===== src/hdl/gsp_pkg.sv =====
package gsp_pkg;

	typedef enum logic [2:0] {
		PH_IDLE,
		PH_BODY,
		PH_HEX1,
		PH_HEX2,
		PH_TAIL
	} phase_t;

	localparam logic [2:0] RC_OK     = 3'd0;
	localparam logic [2:0] RC_HEX    = 3'd1;
	localparam logic [2:0] RC_SUM    = 3'd2;
	localparam logic [2:0] RC_COUNT  = 3'd3;
	localparam logic [2:0] RC_STATUS = 3'd4;
	localparam logic [2:0] RC_ID     = 3'd5;
	localparam logic [2:0] RC_LONG   = 3'd6;

	localparam logic [7:0] CH_DOLLAR = 8'h24;
	localparam logic [7:0] CH_STAR   = 8'h2A;
	localparam logic [7:0] CH_COMMA  = 8'h2C;
	localparam logic [7:0] CH_NL     = 8'h0A;
	localparam logic [7:0] CH_PLUS   = 8'h2B;
	localparam logic [7:0] CH_MINUS  = 8'h2D;
	localparam logic [7:0] CH_DOT    = 8'h2E;
	localparam logic [7:0] CH_ZERO   = 8'h30;
	localparam logic [7:0] CH_NINE   = 8'h39;
	localparam logic [7:0] CH_FIVE   = 8'h35;
	localparam logic [7:0] CH_UA     = 8'h41;
	localparam logic [7:0] CH_UF     = 8'h46;

	localparam logic [4:0] FLD_UTC   = 5'd2;
	localparam logic [4:0] FLD_LAT   = 5'd3;
	localparam logic [4:0] FLD_LON   = 5'd4;
	localparam logic [4:0] FLD_HDG   = 5'd6;
	localparam logic [4:0] FLD_SPD   = 5'd11;
	localparam logic [4:0] FLD_GX    = 5'd12;
	localparam logic [4:0] FLD_GY    = 5'd13;
	localparam logic [4:0] FLD_ST0   = 5'd16;
	localparam logic [4:0] FLD_ST1   = 5'd17;
	localparam logic [4:0] FLD_SAT   = 5'd18;
	localparam logic [4:0] NUM_COMMAS = 5'd23;
	localparam logic [4:0] COMMA_MAX  = 5'd31;

	localparam logic [4:0]  TZ_RESET = 5'd8;
	localparam logic [39:0] ID_RESET = 40'd306290704973;

	localparam int MAG_W  = 60;
	localparam int FRAC_W = 30;
	localparam logic [63:0] MAG_CAP = 64'd1000000000000000000;

	localparam logic [0:0] CFG_TZ = 1'b0;
	localparam logic [0:0] CFG_ID = 1'b1;

	typedef struct packed {
		logic [MAG_W-1:0]  mag;
		logic              neg;
		logic [7:0]        hh;
		logic [3:0]        d3;
		logic [3:0]        d2;
		logic [3:0]        d1;
		logic [3:0]        d0;
		logic [FRAC_W-1:0] frac;
		logic              first;
	} num_t;

	typedef struct packed {
		logic              utc_neg;
		logic              utc_cap;
		logic [7:0]        utc_hh;
		logic [6:0]        utc_mm;
		logic [6:0]        utc_ss;
		logic [FRAC_W-1:0] utc_frac;
		logic [36:0]       lat;
		logic [37:0]       lon;
		logic [39:0]       hdg;
		logic [40:0]       spd;
		logic [57:0]       gx;
		logic [57:0]       gy;
		logic [6:0]        sat;
		logic [7:0]        st0;
		logic [7:0]        st1;
	} fields_t;

	function automatic logic [63:0] pow10(input logic [3:0] n);
		logic [63:0] r;
		case (n)
			4'd0: r = 64'd1;
			4'd1: r = 64'd10;
			4'd2: r = 64'd100;
			4'd3: r = 64'd1000;
			4'd4: r = 64'd10000;
			4'd5: r = 64'd100000;
			4'd6: r = 64'd1000000;
			4'd7: r = 64'd10000000;
			4'd8: r = 64'd100000000;
			4'd9: r = 64'd1000000000;
			default: r = 64'd1;
		endcase
		return r;
	endfunction

	function automatic logic [4:0] hex_val(input logic [7:0] b);
		logic [4:0] r;
		if (b >= CH_ZERO && b <= CH_NINE)
			r = {1'b1, 4'(b - CH_ZERO)};
		else if (b >= CH_UA && b <= CH_UF)
			r = {1'b1, 4'(b - CH_UA + 8'd10)};
		else
			r = 5'd0;
		return r;
	endfunction

	function automatic logic [63:0] clamp_u(input logic [MAG_W-1:0] m, input logic n,
			input logic [63:0] lim);
		logic [63:0] r;
		if (n)
			r = 64'd0;
		else if (64'(m) > lim)
			r = lim;
		else
			r = 64'(m);
		return r;
	endfunction

	function automatic logic [63:0] clamp_s(input logic [MAG_W-1:0] m, input logic n,
			input logic [63:0] lim);
		logic [63:0] r;
		r = (64'(m) > lim) ? lim : 64'(m);
		if (n)
			r = 64'd0 - r;
		return r;
	endfunction

endpackage


===== src/hdl/gsp_number.sv =====
module gsp_number #(
	parameter int FRAC_DIGITS = 9
) (
	input  logic           clk,
	input  logic           arst_n,
	input  logic           clr,
	input  logic           tick,
	input  logic           feed,
	input  logic [7:0]     rx,
	output gsp_pkg::num_t  st
);
	import gsp_pkg::*;

	localparam logic [63:0] SCALE = pow10(4'(FRAC_DIGITS));
	localparam logic [3:0]  FD    = 4'(FRAC_DIGITS);

	num_t       st_q;
	logic [1:0] mode_q;
	logic [3:0] seen_q;

	logic        is_digit;
	logic [3:0]  dig;
	logic [64:0] int_sum;
	logic [64:0] frac_sum;
	logic [63:0] frac_add;
	logic [3:0]  frac_pos;
	logic [11:0] hh_next;

	always_comb begin
		is_digit = (rx >= CH_ZERO) && (rx <= CH_NINE);
		dig      = 4'(rx - CH_ZERO);
		int_sum  = 65'(st_q.mag) * 65'd10 + 65'(dig) * 65'(SCALE);
		frac_pos = FD - seen_q - 4'd1;
		frac_add = 64'(dig) * pow10(frac_pos);
		frac_sum = 65'(st_q.mag) + 65'(frac_add);
		hh_next  = 12'(st_q.hh) * 12'd10 + 12'(st_q.d3);
	end

	always_ff @(posedge clk or negedge arst_n) begin
		if (!arst_n) begin
			st_q   <= '0;
			st_q.first <= 1'b1;
			mode_q <= 2'd0;
			seen_q <= 4'd0;
		end else if (clr) begin
			st_q   <= '0;
			st_q.first <= 1'b1;
			mode_q <= 2'd0;
			seen_q <= 4'd0;
		end else begin
			if (tick)
				st_q.first <= 1'b0;
			if (feed && mode_q != 2'd3) begin
				if (is_digit) begin
					if (mode_q < 2'd2) begin
						mode_q  <= 2'd1;
						st_q.mag <= (int_sum > 65'(MAG_CAP)) ? MAG_W'(MAG_CAP)
							: MAG_W'(int_sum);
						st_q.hh <= (hh_next > 12'd255) ? 8'd255 : 8'(hh_next);
						st_q.d3 <= st_q.d2;
						st_q.d2 <= st_q.d1;
						st_q.d1 <= st_q.d0;
						st_q.d0 <= dig;
					end else if (seen_q < FD) begin
						seen_q   <= seen_q + 4'd1;
						st_q.mag <= (frac_sum > 65'(MAG_CAP)) ? MAG_W'(MAG_CAP)
							: MAG_W'(frac_sum);
						st_q.frac <= st_q.frac + FRAC_W'(frac_add);
					end
				end else if ((rx == CH_PLUS || rx == CH_MINUS) && mode_q == 2'd0) begin
					st_q.neg <= (rx == CH_MINUS);
					mode_q   <= 2'd1;
				end else if (rx == CH_DOT && mode_q < 2'd2) begin
					mode_q <= 2'd2;
				end else begin
					mode_q <= 2'd3;
				end
			end
		end
	end

	assign st = st_q;

endmodule


===== src/hdl/gsp_result.sv =====
module gsp_result #(
	parameter int FRAC_DIGITS = 9
) (
	input  logic               clk,
	input  logic               arst_n,
	input  logic               load,
	input  logic [2:0]         code,
	input  gsp_pkg::fields_t   fv,
	input  logic [4:0]         tz,
	input  logic               out_stall,
	output logic               out_valid,
	output logic [2:0]         result_code,
	output logic [46:0]        utc_seconds,
	output logic [36:0]        latitude,
	output logic [37:0]        longitude,
	output logic signed [39:0] heading,
	output logic signed [40:0] speed,
	output logic signed [57:0] grid_x,
	output logic signed [57:0] grid_y,
	output logic [2:0]         status_primary,
	output logic [2:0]         status_secondary,
	output logic [6:0]         satellite_count,
	output logic [2:0]         fix_quality
);
	import gsp_pkg::*;

	localparam logic [63:0] SCALE   = pow10(4'(FRAC_DIGITS));
	localparam logic [63:0] UTC_MAX = 64'd111600 * SCALE - 64'd1;

	logic [20:0] t_sec;
	logic [63:0] utc_full;
	logic [46:0] utc_val;
	logic [2:0]  a;
	logic [2:0]  b;
	logic [2:0]  fq;
	logic        ok;

	logic        valid_q;
	logic [2:0]  code_q;
	logic [46:0] utc_q;
	logic [36:0] lat_q;
	logic [37:0] lon_q;
	logic [39:0] hdg_q;
	logic [40:0] spd_q;
	logic [57:0] gx_q;
	logic [57:0] gy_q;
	logic [2:0]  st0_q;
	logic [2:0]  st1_q;
	logic [6:0]  sat_q;
	logic [2:0]  fq_q;

	always_comb begin
		t_sec = (21'(fv.utc_hh) + 21'(tz)) * 21'd3600 + 21'(fv.utc_mm) * 21'd60
			+ 21'(fv.utc_ss);
		utc_full = 64'(t_sec) * SCALE + 64'(fv.utc_frac);
		if (fv.utc_neg)
			utc_val = 47'd0;
		else if (fv.utc_cap || utc_full > UTC_MAX)
			utc_val = 47'(UTC_MAX);
		else
			utc_val = 47'(utc_full);
		a = 3'(fv.st0 - CH_ZERO);
		b = 3'(fv.st1 - CH_ZERO);
		if (a == 3'd4 && b == 3'd4)
			fq = 3'd4;
		else if ((a == 3'd4 && b == 3'd5) || (a == 3'd5 && b == 3'd4))
			fq = 3'd5;
		else
			fq = (a < b) ? a : b;
		ok = (code == RC_OK);
	end

	always_ff @(posedge clk or negedge arst_n) begin
		if (!arst_n)
			valid_q <= 1'b0;
		else if (load)
			valid_q <= 1'b1;
		else if (!out_stall)
			valid_q <= 1'b0;
	end

	always_ff @(posedge clk) begin
		if (load) begin
			code_q <= code;
			utc_q  <= ok ? utc_val : '0;
			lat_q  <= ok ? fv.lat : '0;
			lon_q  <= ok ? fv.lon : '0;
			hdg_q  <= ok ? fv.hdg : '0;
			spd_q  <= ok ? fv.spd : '0;
			gx_q   <= ok ? fv.gx : '0;
			gy_q   <= ok ? fv.gy : '0;
			st0_q  <= ok ? a : '0;
			st1_q  <= ok ? b : '0;
			sat_q  <= ok ? fv.sat : '0;
			fq_q   <= ok ? fq : '0;
		end
	end

	assign out_valid        = valid_q;
	assign result_code      = code_q;
	assign utc_seconds      = utc_q;
	assign latitude         = lat_q;
	assign longitude        = lon_q;
	assign heading          = hdg_q;
	assign speed            = spd_q;
	assign grid_x           = gx_q;
	assign grid_y           = gy_q;
	assign status_primary   = st0_q;
	assign status_secondary = st1_q;
	assign satellite_count  = sat_q;
	assign fix_quality      = fq_q;

endmodule


===== src/hdl/gnss_sentence_parser_unit.sv =====
// Parses NMEA-style sentences one byte per clock: a word is registered on entry, and from
// that input register updates checksum, counters and the decimal accumulator; on the closing
// newline the result goes to the output register. With no stall on the result side the
// block takes one word every cycle; a stall holds the word in the input register. Only words
// that end a sentence (newline, or a byte that would exceed MAX_LEN) produce a result; a
// '$' restarts parsing at once without a result.
module gnss_sentence_parser_unit #(
	parameter int FRAC_DIGITS = 9,
	parameter int MAX_LEN     = 512
) (
	input  logic               clk,
	input  logic               arst_n,
	input  logic               cfg_we,
	input  logic [0:0]         cfg_index,
	input  logic [39:0]        cfg_data,
	input  logic               in_valid,
	output logic               in_stall,
	input  logic [7:0]         rx_byte,
	output logic               out_valid,
	input  logic               out_stall,
	output logic [2:0]         result_code,
	output logic [46:0]        utc_seconds,
	output logic [36:0]        latitude,
	output logic [37:0]        longitude,
	output logic signed [39:0] heading,
	output logic signed [40:0] speed,
	output logic signed [57:0] grid_x,
	output logic signed [57:0] grid_y,
	output logic [2:0]         status_primary,
	output logic [2:0]         status_secondary,
	output logic [6:0]         satellite_count,
	output logic [2:0]         fix_quality
);
	import gsp_pkg::*;

	localparam int BP_W = $clog2(MAX_LEN);
	localparam logic [63:0] SCALE    = pow10(4'(FRAC_DIGITS));
	localparam logic [63:0] LAT_LIM  = 64'd90 * SCALE;
	localparam logic [63:0] LON_LIM  = 64'd180 * SCALE;
	localparam logic [63:0] HDG_LIM  = 64'd360 * SCALE;
	localparam logic [63:0] SPD_LIM  = 64'd1000 * SCALE;
	localparam logic [63:0] GRID_LIM = 64'd100000000 * SCALE;

	logic       valid_s1;
	logic [7:0] byte_s1;
	logic       proc;

	phase_t          phase_q, phase_d;
	logic [7:0]      xor_q;
	logic [7:0]      sum_q;
	logic [BP_W-1:0] pos_q;
	logic [BP_W-1:0] pos_inc;
	logic [4:0]      comma_q;
	logic [39:0]     id_q;
	logic            id_ok_q;
	logic            err_q;
	logic [4:0]      tz_q;
	logic [39:0]     sid_q;
	fields_t         fv_q;
	num_t            num;

	logic       start, fin, do_close, do_xor, do_id, do_comma, do_hex1, do_hex2;
	logic       tick, feed_num, st_store0, st_store1, inc_pos, over, is_nl;
	logic [2:0] code;
	logic [4:0] hv;
	logic       num_cap;
	logic [6:0] mm_v, ss_v;

	assign in_stall = valid_s1 && out_valid && out_stall;
	assign proc     = valid_s1 && !(out_valid && out_stall);

	always_ff @(posedge clk or negedge arst_n) begin
		if (!arst_n)
			valid_s1 <= 1'b0;
		else if (!in_stall)
			valid_s1 <= in_valid;
	end

	always_ff @(posedge clk) begin
		if (!in_stall && in_valid)
			byte_s1 <= rx_byte;
	end

	always_ff @(posedge clk or negedge arst_n) begin
		if (!arst_n) begin
			tz_q  <= TZ_RESET;
			sid_q <= ID_RESET;
		end else if (cfg_we) begin
			case (cfg_index)
				CFG_TZ: tz_q <= cfg_data[4:0];
				CFG_ID: sid_q <= cfg_data;
				default: ;
			endcase
		end
	end

	always_comb begin
		pos_inc = pos_q + BP_W'(1);
		over    = ({1'b0, pos_q} + (BP_W+1)'(2)) > (BP_W+1)'(MAX_LEN);
		is_nl   = (byte_s1 == CH_NL);
		hv      = hex_val(byte_s1);
	end

	always_comb begin
		phase_d = phase_q;
		if (proc) begin
			if (start)
				phase_d = PH_BODY;
			else if (fin)
				phase_d = PH_IDLE;
			else begin
				case (phase_q)
					PH_BODY: if (byte_s1 == CH_STAR) phase_d = PH_HEX1;
					PH_HEX1: phase_d = PH_HEX2;
					PH_HEX2: phase_d = PH_TAIL;
					default: ;
				endcase
			end
		end
	end

	always_comb begin
		start = 1'b0; fin = 1'b0; do_close = 1'b0; do_xor = 1'b0; do_id = 1'b0;
		do_comma = 1'b0; do_hex1 = 1'b0; do_hex2 = 1'b0; tick = 1'b0; feed_num = 1'b0;
		st_store0 = 1'b0; st_store1 = 1'b0; inc_pos = 1'b0; code = RC_OK;
		if (proc) begin
			if (byte_s1 == CH_DOLLAR)
				start = 1'b1;
			else if (phase_q != PH_IDLE) begin
				if (over) begin
					fin  = 1'b1;
					code = RC_LONG;
				end else begin
					inc_pos = 1'b1;
					case (phase_q)
						PH_BODY: begin
							if (is_nl) begin
								fin  = 1'b1;
								code = RC_HEX;
							end else if (byte_s1 == CH_STAR)
								do_close = 1'b1;
							else begin
								do_xor = 1'b1;
								if (pos_inc <= BP_W'(5))
									do_id = 1'b1;
								else if (byte_s1 == CH_COMMA) begin
									do_close = 1'b1;
									do_comma = 1'b1;
								end else begin
									tick = 1'b1;
									if (comma_q == FLD_ST0)
										st_store0 = num.first;
									else if (comma_q == FLD_ST1)
										st_store1 = num.first;
									else if (comma_q inside {FLD_UTC, FLD_HDG, FLD_SPD,
											FLD_GX, FLD_GY, FLD_SAT})
										feed_num = 1'b1;
									else if (comma_q inside {FLD_LAT, FLD_LON})
										feed_num = !num.first;
								end
							end
						end
						PH_HEX1: begin
							if (is_nl) begin
								fin  = 1'b1;
								code = RC_HEX;
							end else
								do_hex1 = 1'b1;
						end
						PH_HEX2: begin
							if (is_nl) begin
								fin  = 1'b1;
								code = RC_HEX;
							end else
								do_hex2 = 1'b1;
						end
						PH_TAIL: begin
							if (is_nl) begin
								fin = 1'b1;
								if (err_q)
									code = RC_HEX;
								else if (xor_q != sum_q)
									code = RC_SUM;
								else if (!id_ok_q)
									code = RC_ID;
								else if (comma_q != NUM_COMMAS)
									code = RC_COUNT;
								else if (!(fv_q.st0 inside {[CH_ZERO:CH_FIVE]}) ||
										!(fv_q.st1 inside {[CH_ZERO:CH_FIVE]}))
									code = RC_STATUS;
								else
									code = RC_OK;
							end
						end
						default: ;
					endcase
				end
			end
		end
	end

	always_ff @(posedge clk or negedge arst_n) begin
		if (!arst_n)
			phase_q <= PH_IDLE;
		else
			phase_q <= phase_d;
	end

	always_ff @(posedge clk) begin
		if (start) begin
			xor_q   <= 8'd0;
			sum_q   <= 8'd0;
			pos_q   <= '0;
			comma_q <= 5'd0;
			id_q    <= 40'd0;
			id_ok_q <= 1'b0;
			err_q   <= 1'b0;
		end else begin
			if (inc_pos)
				pos_q <= pos_inc;
			if (do_xor)
				xor_q <= xor_q ^ byte_s1;
			if (do_id)
				id_q <= {id_q[31:0], byte_s1};
			if (do_comma && comma_q != COMMA_MAX)
				comma_q <= comma_q + 5'd1;
			if (do_close && !do_comma)
				id_ok_q <= (pos_q >= BP_W'(5)) && (id_q == sid_q);
			if (do_hex1) begin
				sum_q <= {hv[3:0], 4'd0};
				if (!hv[4])
					err_q <= 1'b1;
			end
			if (do_hex2) begin
				sum_q[3:0] <= hv[3:0];
				if (!hv[4])
					err_q <= 1'b1;
			end
		end
	end

	always_comb begin
		num_cap = (64'(num.mag) == MAG_CAP);
		mm_v    = 7'(num.d3) * 7'd10 + 7'(num.d2);
		ss_v    = 7'(num.d1) * 7'd10 + 7'(num.d0);
	end

	always_ff @(posedge clk) begin
		if (start)
			fv_q <= '0;
		else begin
			if (st_store0)
				fv_q.st0 <= byte_s1;
			if (st_store1)
				fv_q.st1 <= byte_s1;
			if (do_close) begin
				case (comma_q)
					FLD_UTC: begin
						fv_q.utc_neg  <= num.neg;
						fv_q.utc_cap  <= num_cap;
						fv_q.utc_hh   <= num.hh;
						fv_q.utc_mm   <= mm_v;
						fv_q.utc_ss   <= ss_v;
						fv_q.utc_frac <= num.frac;
					end
					FLD_LAT: fv_q.lat <= 37'(clamp_u(num.mag, num.neg, LAT_LIM));
					FLD_LON: fv_q.lon <= 38'(clamp_u(num.mag, num.neg, LON_LIM));
					FLD_HDG: fv_q.hdg <= 40'(clamp_s(num.mag, num.neg, HDG_LIM));
					FLD_SPD: fv_q.spd <= 41'(clamp_s(num.mag, num.neg, SPD_LIM));
					FLD_GX:  fv_q.gx  <= 58'(clamp_s(num.mag, num.neg, GRID_LIM));
					FLD_GY:  fv_q.gy  <= 58'(clamp_s(num.mag, num.neg, GRID_LIM));
					FLD_SAT: begin
						if (num.neg)
							fv_q.sat <= 7'd0;
						else if (num_cap || num.hh != 8'd0 || num.d3 != 4'd0 ||
								num.d2 != 4'd0)
							fv_q.sat <= 7'd99;
						else
							fv_q.sat <= ss_v;
					end
					default: ;
				endcase
			end
		end
	end

	gsp_number #(
		.FRAC_DIGITS(FRAC_DIGITS)
	) u_number (
		.clk    (clk),
		.arst_n (arst_n),
		.clr    (start || do_close),
		.tick   (tick),
		.feed   (feed_num),
		.rx     (byte_s1),
		.st     (num)
	);

	gsp_result #(
		.FRAC_DIGITS(FRAC_DIGITS)
	) u_result (
		.clk              (clk),
		.arst_n           (arst_n),
		.load             (fin),
		.code             (code),
		.fv               (fv_q),
		.tz               (tz_q),
		.out_stall        (out_stall),
		.out_valid        (out_valid),
		.result_code      (result_code),
		.utc_seconds      (utc_seconds),
		.latitude         (latitude),
		.longitude        (longitude),
		.heading          (heading),
		.speed            (speed),
		.grid_x           (grid_x),
		.grid_y           (grid_y),
		.status_primary   (status_primary),
		.status_secondary (status_secondary),
		.satellite_count  (satellite_count),
		.fix_quality      (fix_quality)
	);

	a_result_from_word: assert property (@(posedge clk) disable iff (!arst_n)
		$rose(out_valid) |-> $past(valid_s1))
		else $error("result without a word in the input register");

	a_finish_idles: assert property (@(posedge clk) disable iff (!arst_n)
		fin |=> (phase_q == PH_IDLE))
		else $error("parser not idle after a result");

	a_ok_needs_commas: assert property (@(posedge clk) disable iff (!arst_n)
		(fin && code == RC_OK) |-> (comma_q == NUM_COMMAS && id_ok_q && !err_q))
		else $error("ok result on a malformed sentence");

endmodule


===== config.mk =====
export PLATFORM = sky130hd
export DESIGN_NAME = gnss_sentence_parser_unit
export DESIGN_NICKNAME = d
export VERILOG_FILES = /design/src/hdl/gsp_pkg.sv /design/src/hdl/gsp_number.sv /design/src/hdl/gsp_result.sv /design/src/hdl/gnss_sentence_parser_unit.sv
export SDC_FILE = /design/constraint.sdc
export NUM_CORES = 2
export LEC_CHECK = 0
export BUFFER_PORTS_ARGS = -buffer_cell sky130_fd_sc_hd__buf_2
export CAP_MARGIN = 10
export CORE_UTILIZATION = 40
export CTS_CLUSTER_SIZE = 8
export DETAILED_ROUTE_END_ITERATION = 6
export GPL_TIMING_DRIVEN = 0
export PLACE_DENSITY = 0.62
export SLEW_MARGIN = 10
export SYNTH_ARGS = -nofsm -noshare
export SYNTH_HDL_FRONTEND = slang
export SYNTH_SLANG_ARGS = --single-unit

===== constraint.sdc =====
create_clock -name clk -period 17.3 [get_ports clk]
set_input_delay 0.865 -clock clk [delete_from_list [all_inputs] [get_ports clk]]
set_output_delay 0.865 -clock clk [all_outputs]
set_load 0.02 [all_outputs]

==> reports/results.tsv <==
metric	value	unit
status	finished with violations	
violated checks	DRC	
Seq/Total Area, Yosys	0.329	
Worst R2R Start	tz_q[0]	
syn_area_per_cell	8.82	sq um
Max Freq	0.0680	GHz
FF+latch area	23100	sq um
synthesized flop and latch total	939	
post-CTS setup buffers	0	
Clock Latency Late Sink	830	ps
Slowest-stage cell, CP	xnor2_1	
CTS Buf Count	138	
area growth from synthesis to layout	13.7	%
worst min-delay path category	input pin to async pin	
largest stage delay on the critical path	890	ps
synth warn	0	
area of the core	174000	sq um
Crit path required time	17770	ps
hpwl dp	217	mm
Rows	153	
GRT Resource Usage Total	0.292	
clk buf depth	3	
Synth Instances	7982	
Tmin final	14720	ps
top cell type's share of synthesized area	0.148	
most used cell, CP	fa_1	
H-tree levels	4	
critical path peak fanout	10	
largest net degree at the start of global routing	105	
Starting Density	0.404	
Synth Net Count	8971	
GRT overflow	0	
Routed Antenna Nets	0	
Worst Path Arrival	15180	ps
critical setup path kind	flip-flop to flip-flop	
Remaining DRCs	6	
CTS tree	done	
Crit. End Element	flip-flop	
IO Port Bufs	393	
Max Cap Violations	0	
skew final	92.0	ps
die area	178000	sq um
Layout Nets	9530	
DRT Pass-1 Iters	7	
CP startpoint kind	flip-flop	
main area contributors after synthesis	edfxtp_1, dfxtp_1, ha_1	
fin crit share	0.851	
cell count of the worst reg-to-reg path	47	
Avg WL per Cell	24.4	microns
Mapped Area	70400	sq um
Max Slew Vio Count	0	
Reg2Reg Setup Slack	2580	ps
Synth async-reset ratio	0.183	
TNS Setup	0	ps
initial antenna violation count	11	
CTS clock-pin slew for the worst setup and hold paths	50	ps
EDFF count, synth	346	
final setup violating endpoints	0	
GPL Wtd Cong	1.04	
Main synth FF type	dfxtp_1	
commonest non-fill, non-tap cell in the layout	nand2_1	
vias in the first global route	59600	
commonest non-fill, non-tap cells in the layout	nand2_1, a21oi_1, ha_1	
area occupied by multi-input gates	43400	sq um
# hold bufs at CTS	0	
RSZ-0062 raised after global routing	no	
Slew headroom	0.0281	
worst reg2reg path endpoint	u_result.utc_seconds[35]	
first-pass GRT wire length	390	mm
post-synth top area cell	edfxtp_1	
post-synth cell types	116	
clk sink count	939	
Clock Tree Root	clkbuf_16	
chip width	421	microns
Routed WL	267	mm
share of cells above drive strength 1	0.0895	
DRT iter0 DRCs	5706	
# IOs	394	
Least-Margin Pin Slew	1440	ps
FILL cells	17000	
Final Hold Fails	0	
Via density	5.67	
post_cts resized	0	
die height	421	microns
Vias	62300	
==> through the flow <==
step	std cells	util	hold slack (ps)	worst slack, ps	instance area, sq um
finish	11000	0.459	146	2580	80100
global route	11000	0.459	174	1610	80000
CTS	11000	0.459	109	2470	80000
detailed placement	10700	0.435	442	2570	75800
global placement	10700	0.432	433	867	75300
floorplan	7982	-	427	4580	70400
==> worst max-delay path by stage <==
stage	slack (ps)	cells past startpoint	endpoint	from
5_1_grt	1610	47	u_result.utc_seconds[33]	tz_q[0]
2_1_floorplan	4580	47	u_result.utc_seconds[42]	tz_q[0]
6_report	2580	47	u_result.utc_seconds[35]	tz_q[0]
4_1_cts	2470	47	u_result.utc_seconds[32]	tz_q[0]
3_5_place_dp	2570	47	u_result.utc_seconds[2]	tz_q[0]
3_3_place_gp	870	8	phase_q[0]	byte_s1[1]
==> cell families (layout without fill, tap and decap cells) <==
family | after synthesis | in the layout | share of synthesized area
AOI/OAI and AO/OA | 1875 | 1875 | 0.166
xor gates and xnor gates | 440 | 440 | 0.0550
adders and majority gates | 935 | 935 | 0.197
buffers and inverters | 1027 | 1694 | 0.0554
DFF | 939 | 939 | 0.329
muxes | 81 | 81 | 0.0124
other | 0 | 5 | 0
and+or+nand+nor | 2685 | 2685 | 0.185
==> Yosys cell counts (154+ instances only) <==
cell type,instances
nor2_1,623
edfxtp_1,346
and2_1,346
dfxtp_1,421
a21oi_1,695
clkbuf_1,383
nand2_1,839
nor3_1,170
nand3_1,184
inv_1,610
dfrtp_1,154
xor2_1,168
xnor2_1,270
fa_1,288
o21ai_0,370
ha_1,647
==> worst max-delay path: cells and delay by family (launching register included) <==
kind,cells,cell delay [ps]
AO/OA/AOI/OAI,13,3290
XOR/XNOR,2,1480
adder cells (fa/ha/maj),17,6780
buffers and inverters,8,630
flip-flops,1,410
multiplexers,1,400
AND/OR/NAND/NOR,6,1390
==> flip-flops by register name, summed over array words and instances (netlist names), 41 cells and up <==
register / flops
u_result.utc_seconds: 47
u_result.speed: 41
u_result.grid_x: 58
fv_q: 349
u_result.grid_y: 58
u_number.st: 116
==> per-layer routing <==
metal,vias to the layer above,track usage,share of wire
met3,462,0.0513,0.071
met5,-,0,0.00010
li1,29000,-,-
met2,2410,0.457,0.45
met1,30400,0.403,0.44
met4,4,0.106,0.039
==> cell type report <==
class                   instances  share of cell area
multi-input cells            6016               0.543
plain buffers                 415              0.0201
inverters                     612              0.0287
repair buffers                419              0.0298
clock buffers                 231              0.0480
flip-flops and latches        939               0.289
well taps                    2325              0.0363
diodes                          5            0.000156
clock inverters                17             0.00520
Power is not shown: default switching activity piles up to over one toggle a cycle in this logic, so the estimate is an artifact.
